$ cat src/hw/rtl/wds_pkg.sv
// Shared constants and types of the weighted discrete sampler.
`timescale 1ns / 1ps

package wds_pkg;

    // Table geometry and arithmetic widths.
    localparam int MAX_ENTRIES = 512;
    localparam int WEIGHT_BITS = 16;
    localparam int RANDOM_BITS = 8;
    localparam int ADDR_W      = $clog2(MAX_ENTRIES);
    localparam int CNT_W       = $clog2(MAX_ENTRIES + 1);
    localparam int SUM_W       = WEIGHT_BITS + ADDR_W;
    localparam int PROD_W      = SUM_W + RANDOM_BITS;

    // Fixed port widths.
    localparam int IDX_IN_W    = 9;
    localparam int WEIGHT_IN_W = 16;
    localparam int RAND_IN_W   = 8;
    localparam int ENTRIES_W   = 10;
    localparam int OFFSET_W    = 8;
    localparam int VAL_W       = 10;
    localparam int CFG_IDX_W   = 1;
    localparam int CFG_DATA_W  = 10;

    // Widths for range checks and the offset add.
    localparam int IDX_EXT_W = (IDX_IN_W > CNT_W) ? IDX_IN_W : CNT_W;
    localparam int CNT_EXT_W = (ENTRIES_W > CNT_W) ? ENTRIES_W : CNT_W;
    localparam int WGT_EXT_W = (WEIGHT_IN_W > WEIGHT_BITS) ? WEIGHT_IN_W : WEIGHT_BITS;
    localparam int RND_EXT_W = (RAND_IN_W > RANDOM_BITS) ? RAND_IN_W : RANDOM_BITS;
    localparam int VSUM_W    = ((ADDR_W > VAL_W) ? ADDR_W : VAL_W) + 1;

    // Register indexes of the configuration port.
    localparam logic [CFG_IDX_W-1:0] CFG_ENTRIES = 1'b0;
    localparam logic [CFG_IDX_W-1:0] CFG_OFFSET  = 1'b1;

    // Reset values of the configuration registers.
    localparam logic [ENTRIES_W-1:0] ENTRIES_RESET = 10'd360;
    localparam logic [OFFSET_W-1:0]  OFFSET_RESET  = 8'd0;

    // Item request codes.
    localparam logic REQ_WRITE = 1'b0;
    localparam logic REQ_DRAW  = 1'b1;

    // Draw command from the front end to the engine.
    typedef struct packed {
        logic                   go;
        logic                   stale;
        logic [RANDOM_BITS-1:0] rnd;
        logic [CNT_W-1:0]       count;
        logic [OFFSET_W-1:0]    offset;
    } draw_cmd_t;

    // Engine status and result back to the front end.
    typedef struct packed {
        logic             busy;
        logic             rebuilt;
        logic             done;
        logic [VAL_W-1:0] value;
        logic             empty;
    } eng_stat_t;

endpackage

$ cat src/hw/rtl/wds_engine.sv
// Draw engine: prefix-sum rebuild, threshold scaling and lower-bound search.
`timescale 1ns / 1ps

module wds_engine
    import wds_pkg::*;
(
    input  logic                   clk,
    input  logic                   rst_n,
    input  draw_cmd_t              cmd,
    output eng_stat_t              stat,
    output logic [ADDR_W-1:0]      weight_raddr,
    input  logic [WEIGHT_BITS-1:0] weight_rdata,
    output logic                   prefix_we,
    output logic [ADDR_W-1:0]      prefix_waddr,
    output logic [SUM_W-1:0]       prefix_wdata,
    output logic [ADDR_W-1:0]      prefix_raddr,
    input  logic [SUM_W-1:0]       prefix_rdata
);

    typedef enum logic [6:0] {
        S_IDLE   = 7'b0000001,
        S_BUILD  = 7'b0000010,
        S_DIFF   = 7'b0000100,
        S_MUL    = 7'b0001000,
        S_TARGET = 7'b0010000,
        S_READ   = 7'b0100000,
        S_CMP    = 7'b1000000
    } state_t;

    state_t state_reg, state_next;

    logic                   res_valid_reg, res_valid_next;
    logic [VAL_W-1:0]       res_value_reg, res_value_next;
    logic                   res_empty_reg, res_empty_next;
    logic [RANDOM_BITS-1:0] rnd_reg, rnd_next;
    logic [CNT_W-1:0]       count_reg, count_next;
    logic [ADDR_W-1:0]      last_reg, last_next;
    logic [OFFSET_W-1:0]    offset_reg, offset_next;
    logic [CNT_W-1:0]       rd_cnt_reg, rd_cnt_next;
    logic [ADDR_W-1:0]      wr_idx_reg, wr_idx_next;
    logic                   pend_reg, pend_next;
    logic [SUM_W-1:0]       sum_reg, sum_next;
    logic [SUM_W-1:0]       first_reg, first_next;
    logic [SUM_W-1:0]       total_reg, total_next;
    logic [SUM_W-1:0]       diff_reg, diff_next;
    logic [PROD_W-1:0]      prod_reg, prod_next;
    logic [SUM_W-1:0]       target_reg, target_next;
    logic [ADDR_W-1:0]      lo_reg, lo_next;
    logic [ADDR_W-1:0]      hi_reg, hi_next;
    logic [ADDR_W-1:0]      mid_reg, mid_next;

    logic [SUM_W-1:0]  sum_add;
    logic [ADDR_W:0]   mid_full;
    logic [ADDR_W-1:0] mid;
    logic [CNT_W-1:0]  cnt_m1;
    logic [VSUM_W-1:0] vsum;
    logic              rebuilt;

    // Running sum, midpoint and result value.
    assign sum_add  = sum_reg + SUM_W'(weight_rdata);
    assign mid_full = {1'b0, lo_reg} + {1'b0, hi_reg};
    assign mid      = mid_full[ADDR_W:1];
    assign cnt_m1   = cmd.count - CNT_W'(1);
    assign vsum     = VSUM_W'(lo_reg) + VSUM_W'(offset_reg);

    // Memory address ports.
    assign weight_raddr = rd_cnt_reg[ADDR_W-1:0];
    assign prefix_waddr = wr_idx_reg;
    assign prefix_wdata = sum_add;
    assign prefix_raddr = mid;

    // Sequencer: rebuild the prefix table if needed, scale, then search.
    always_comb
    begin
        state_next     = state_reg;
        res_valid_next = 1'b0;
        res_value_next = res_value_reg;
        res_empty_next = res_empty_reg;
        rnd_next       = rnd_reg;
        count_next     = count_reg;
        last_next      = last_reg;
        offset_next    = offset_reg;
        rd_cnt_next    = rd_cnt_reg;
        wr_idx_next    = wr_idx_reg;
        pend_next      = pend_reg;
        sum_next       = sum_reg;
        first_next     = first_reg;
        total_next     = total_reg;
        diff_next      = diff_reg;
        prod_next      = prod_reg;
        target_next    = target_reg;
        lo_next        = lo_reg;
        hi_next        = hi_reg;
        mid_next       = mid_reg;
        prefix_we      = 1'b0;
        rebuilt        = 1'b0;

        case (state_reg)
            S_IDLE:
            begin
                if (cmd.go)
                begin
                    rnd_next    = cmd.rnd;
                    count_next  = cmd.count;
                    last_next   = cnt_m1[ADDR_W-1:0];
                    offset_next = cmd.offset;
                    rd_cnt_next = '0;
                    wr_idx_next = '0;
                    pend_next   = 1'b0;
                    sum_next    = '0;
                    state_next  = cmd.stale ? S_BUILD : S_DIFF;
                end
            end
            S_BUILD:
            begin
                // Reads run one entry ahead of the accumulate-and-write.
                if (rd_cnt_reg < count_reg)
                begin
                    rd_cnt_next = rd_cnt_reg + CNT_W'(1);
                    pend_next   = 1'b1;
                end
                else
                begin
                    pend_next = 1'b0;
                end
                if (pend_reg)
                begin
                    prefix_we   = 1'b1;
                    sum_next    = sum_add;
                    wr_idx_next = wr_idx_reg + ADDR_W'(1);
                    if (wr_idx_reg == '0)
                    begin
                        first_next = sum_add;
                    end
                    if (wr_idx_reg == last_reg)
                    begin
                        total_next = sum_add;
                        rebuilt    = 1'b1;
                        state_next = S_DIFF;
                    end
                end
            end
            S_DIFF:
            begin
                diff_next  = total_reg - first_reg;
                state_next = S_MUL;
            end
            S_MUL:
            begin
                prod_next  = PROD_W'(rnd_reg) * PROD_W'(diff_reg);
                state_next = S_TARGET;
            end
            S_TARGET:
            begin
                target_next = first_reg + prod_reg[RANDOM_BITS +: SUM_W];
                lo_next     = '0;
                hi_next     = last_reg;
                state_next  = S_READ;
            end
            S_READ:
            begin
                if (lo_reg < hi_reg)
                begin
                    mid_next   = mid;
                    state_next = S_CMP;
                end
                else
                begin
                    res_valid_next = 1'b1;
                    res_value_next = vsum[VAL_W-1:0];
                    res_empty_next = (total_reg == '0);
                    state_next     = S_IDLE;
                end
            end
            S_CMP:
            begin
                if (prefix_rdata >= target_reg)
                begin
                    hi_next = mid_reg;
                end
                else
                begin
                    lo_next = mid_reg + ADDR_W'(1);
                end
                state_next = S_READ;
            end
            default:
            begin
                state_next = S_IDLE;
            end
        endcase
    end

    // Control registers.
    always_ff @(posedge clk or negedge rst_n)
    begin
        if (!rst_n)
        begin
            state_reg     <= S_IDLE;
            res_valid_reg <= 1'b0;
        end
        else
        begin
            state_reg     <= state_next;
            res_valid_reg <= res_valid_next;
        end
    end

    // Datapath registers.
    always_ff @(posedge clk)
    begin
        res_value_reg <= res_value_next;
        res_empty_reg <= res_empty_next;
        rnd_reg       <= rnd_next;
        count_reg     <= count_next;
        last_reg      <= last_next;
        offset_reg    <= offset_next;
        rd_cnt_reg    <= rd_cnt_next;
        wr_idx_reg    <= wr_idx_next;
        pend_reg      <= pend_next;
        sum_reg       <= sum_next;
        first_reg     <= first_next;
        total_reg     <= total_next;
        diff_reg      <= diff_next;
        prod_reg      <= prod_next;
        target_reg    <= target_next;
        lo_reg        <= lo_next;
        hi_reg        <= hi_next;
        mid_reg       <= mid_next;
    end

    // Status back to the front end.
    always_comb
    begin
        stat.busy    = (state_reg != S_IDLE);
        stat.rebuilt = rebuilt;
        stat.done    = res_valid_reg;
        stat.value   = res_value_reg;
        stat.empty   = res_empty_reg;
    end

endmodule

$ cat config.mk
export PLATFORM = sky130hd
export DESIGN_NAME = wds_engine
export DESIGN_NICKNAME = d
export VERILOG_FILES = /design/src/hw/rtl/wds_pkg.sv /design/src/hw/rtl/wds_engine.sv
export SDC_FILE = /design/constraint.sdc
export NUM_CORES = 1
export LEC_CHECK = 0
export BUFFER_PORTS_ARGS = -buffer_cell sky130_fd_sc_hd__buf_2
export CAP_MARGIN = 20
export CORE_UTILIZATION = 65
export CTS_CLUSTER_DIAMETER = 40
export DETAILED_ROUTE_END_ITERATION = 16
export PLACE_DENSITY = 0.85
export SLEW_MARGIN = 30
export SYNTH_ARGS = -nofsm -noshare
export SYNTH_HDL_FRONTEND = slang
export SYNTH_SLANG_ARGS = --single-unit
$ cat constraint.sdc
create_clock -name clk -period 13.07 [get_ports clk]
set_input_delay 0 -clock clk [delete_from_list [all_inputs] [get_ports clk]]
set_output_delay 0 -clock clk [all_outputs]
set_load 0.005 [all_outputs]
==> results.md <==
Run status:
- The run finished with clean final reports.

Setup path:
- In this run the worst setup path begins at rnd_reg[4].
- Grouping stages by cell kind, the critical path spends the most delay in adder cells.
- The slack of the worst reg-to-reg path is 7.59 ns.
- In this run the critical register-to-register path is launched from rnd_reg[4].
- The most numerous cell type found on the critical path is fa_1.
- The startpoint kind of the worst setup timing path is a register.
- The worst register-to-register path has a depth of 16.
- The data required time at the worst endpoint is between 10 and 15 ns.
- The critical path goes through and2_1 > fa_1 > fa_1 > fa_1 > inv_1 > fa_1 > inv_1 > ha_1 > a21oi_1 > o221ai_1 > a211oi_1 > o21ai_0 > nand4_1 > nand2_1 > a21oi_1 > xnor2_1.
- The stage delay of the slowest cell on the critical path is 0.92 ns.
- In this run the worst path has a maximum fanout of 25.
- The cell with the largest stage delay on the worst path is edfxtp_1.
- The type of the worst setup path is register to register.
- The endpoint type of the worst setup path is a register.
- The logic depth of the worst path, buffers included is 16.
- The worst flop-to-flop path endpoint is prod_reg[31].
- Data on the critical path arrives at its endpoint at 5.73 ns.
- The number of buffers and inverters on the critical path is 2.
- The endpoint of the worst setup timing path is prod_reg[31].

Drt:
- After detailed routing, the number of remaining DRC violations is 0.
- The routed length on met3 is 2.32 mm.
- In the routed layout, each cell is associated on average with a via count of 5.88.
- The detailed-routed wire length on met2 is about 24 mm.
- The uppermost layer routed is met4.
- The pre-antenna-repair detailed-routing pass consisted of 7 iterations.
- In this run the remaining antenna-violating nets after routing total 0.
- Summed over all layers, the routed wires come to roughly 46 mm.
- The wire length on met1 is about 18 mm.
- The number of DRC markers in iteration 0 is around 1100.
- Summing over every cut layer, the via total after detailed routing is between 10000 and 15000.
- After detailed routing, the average wire length per cell comes to 18.7 µm.

Synth:
- Counting flops and latches in the post-synthesis netlist gives ~250.
- The number of instances in the synthesized netlist is between 1500 and 2000.
- For this run, the leading register cell type out of synthesis is edfxtp_1.
- The Yosys step of the flow raised 0 warnings.
- The synthesized design contains 243 enable-type register cells.
- The synthesized area divided by synthesized cell count is 10.7 µm².
- The synthesized netlist contains 72 unique library cells.
- The number of nets in the synthesized netlist is 2249.
- In this run the cell area of the synthesized design comes to just under 20000 µm².
- The post-synthesis async set-or-reset flop share is about 3.2%.
- Summing the sequential cell areas from Yosys gives 37.8% of the chip area.

Timing:
- The tightest hold path in the finished design has a slack of between 0.1 and 0.15 ns.
- The number of max-slew violations in the final report is 0.
- After layout, the worst path uses 41.9% of the clock period.
- The smallest clock period supported by the final layout is computed as approximately 5.5 ns.
- Setup violations remaining at the end of the flow were counted as 0.
- The clock arrives with around 0.021 ns of skew.
- The smallest setup slack after layout is roughly 7.6 ns.
- The headroom to the max-slew limit is 33.8%.
- The fmax is 183 MHz.
- The transition time of the tightest slew-check pin is between 0.9 and 1 ns.
- The final-report hold violation count came to 0.
- For the final routed database, the setup TNS stands at 0 ns.
- Setup repair after global routing left no endpoint under its margin.

Place:
- Prior to clock tree synthesis, the placed netlist has a worst setup slack of 7.71 ns.
- The global placer's final weighted congestion is 0.895.
- The count of buffers added on input and output ports is 137.
- The HPWL after detailed placement is around 34 mm.
- The placed standard-cell area is 20900 µm².

Clocking:
- CTS placed an instance of clkbuf_16 at the clock tree root.
- Clock-pin slew was measured on the worst setup and hold paths at about 0.05 ns.
- The number of clock sinks is 251.
- Clock latency on the worst-skew pair, taken at its later pin, is between 0.5 and 0.6 ns.
- The CTS tree is built.
- The maximum number of buffers from clock root to sink is 3.
- In this run the number of H-tree levels came out at 2.
- The number of buffers inserted during clock tree synthesis is 36.
- Gates resized during post-CTS repair numbered 0.
- The post-CTS setup-driven buffer insertion count is 0.

Finish:
- The layout overhead on the synthesized area is 13.0%.
- The fraction of final layout cells with drive strength greater than 1 is 11.2%.
- The top cell types in the final layout, fill and taps aside, are 243 x edfxtp_1, 237 x inv_1, 181 x and2_1.
- The most common cell after layout, fill and taps aside is edfxtp_1.
- After the last flow step, the layout net total stands at 2423.
- The antenna diode count is 0.
- The finished cells cover 22400 µm².
- At the end of the flow the core is filled with cells to 75.2%.

Power and ir drop:
- The peak supply drop is between 0.3 and 0.4 mV.
- The power per cell area is 295 nW/µm².
- The standby leakage power is 9.93 nW.

Global route:
- Global routing consumed, over all layers together, between 30% and 40% of the routing resources.
- The number of antenna violations at the first check in global routing was 0.
- The pin count of the biggest net entering global routing is 38.
- The first global-routing pass estimated between 70 and 80 mm of wire.
- Summed over all layers, the global routing overflow is 0.
- The number of global-route vias before repair was roughly 15000.

Floorplanning:
- The y dimension of the die is 177 µm.
- The starting utilization of the core area is 66.5%.
- The floorplan has 63 rows.
- The area of the core region is 29800 µm².
- 138 I/O pins were placed.
- The die area is 31200 µm².
- The die boundary width is 177 µm.

Hold path:
- The worst hold path belongs to the class input pin to register.
- In this run the most critical hold path is launched from weight_rdata[1].

Job:
- The number of violations of the max-capacitance limit is 0.
==> cells in the mapped netlist, drive strengths merged, types with 4 or more instances <==
master	instances	area, µm²
edfxtp	243	7300
inv	239	897
and2	181	1130
ha	177	2210
fa	142	2840
nand2	120	453
nor2	110	415
xnor2	94	823
a21oi	88	440
o21ai	59	322
a21o	53	398
xor2	43	377
nand3	30	150
clkbuf	28	105
nand4	21	131
and3	20	125
o21bai	18	135
nor2b	17	106
nor3	17	90.1
o21a	14	105
nor4	13	81.3
a31oi	12	75.1
buf	12	90.1
nand2b	11	68.8
a211oi	10	75.1
or2	8	50.1
dfrtp	7	175
o211ai	7	52.6
o31ai	5	42.5
nand3b	4	30.0
nor3b	4	35.0
o22ai	4	31.3
==> report_power, final <==
group / switching, mW / internal [mW] / leakage, nW
clock: 0.373 / 0.594 / 0.575
combinational: 2.43 / 1.78 / 7.04
sequential: 0.148 / 1.28 / 2.32
total: 2.95 / 3.65 / 9.93
==> area by class of cell <==
type,count,area (µm²)
fill,1993,7400
clock inverter,21,236
timing repair buffer,176,1060
inverter,239,897
tap,390,488
clock buffer,44,962
multi-input combinational,1329,11300
sequential,251,7500
==> kinds of logic (layout without fill, tap and decap cells) <==
kind of cell	Yosys count	after routing	synth area share, %
fa+ha+maj	319	319	25.5
flops	251	251	37.8
buf+inv	279	480	5.51
simple gates	570	570	15.1
xor+xnor	137	137	6.05
compound gates	303	303	10.0
==> layer usage <==
layer  global-route usage, %  vias to the layer above
li1                        -                     6707
met1                    35.8                     7099
met2                    55.7                      477
met3                    3.65                      129
met4                    13.9                        0
met5                       0                        -
==> timing repair <==
action | 4_1_cts | 5_1_grt
hold buffers | 32 | 0
endpoints found under the setup margin | 0 | 0
endpoints found under the hold margin | 48 | 0
==> tightest hold or removal path: stages <==
cell,delay [ns]
buf_2,0.11
inv_1,0.07
fa_1,0.20
nor2_1,0.06
==> stage by stage <==
step / power, mW / instances
finish: 6.60 / 2450
global route: 7.17 / 2450
CTS: 6.61 / 2450
detailed placement: 5.59 / 2353
global placement: 5.43 / 2353
floorplan: 4.56 / 1859
==> worst min path at each step <==
stage / endpoint / cells past startpoint
2_1_floorplan: res_valid_reg / 0
5_1_grt: sum_reg[1] / 4
3_5_place_dp: res_valid_reg / 1
3_3_place_gp: res_valid_reg / 1
4_1_cts: sum_reg[4] / 4
6_report: sum_reg[1] / 4
(Power assumes the default switching activity.)
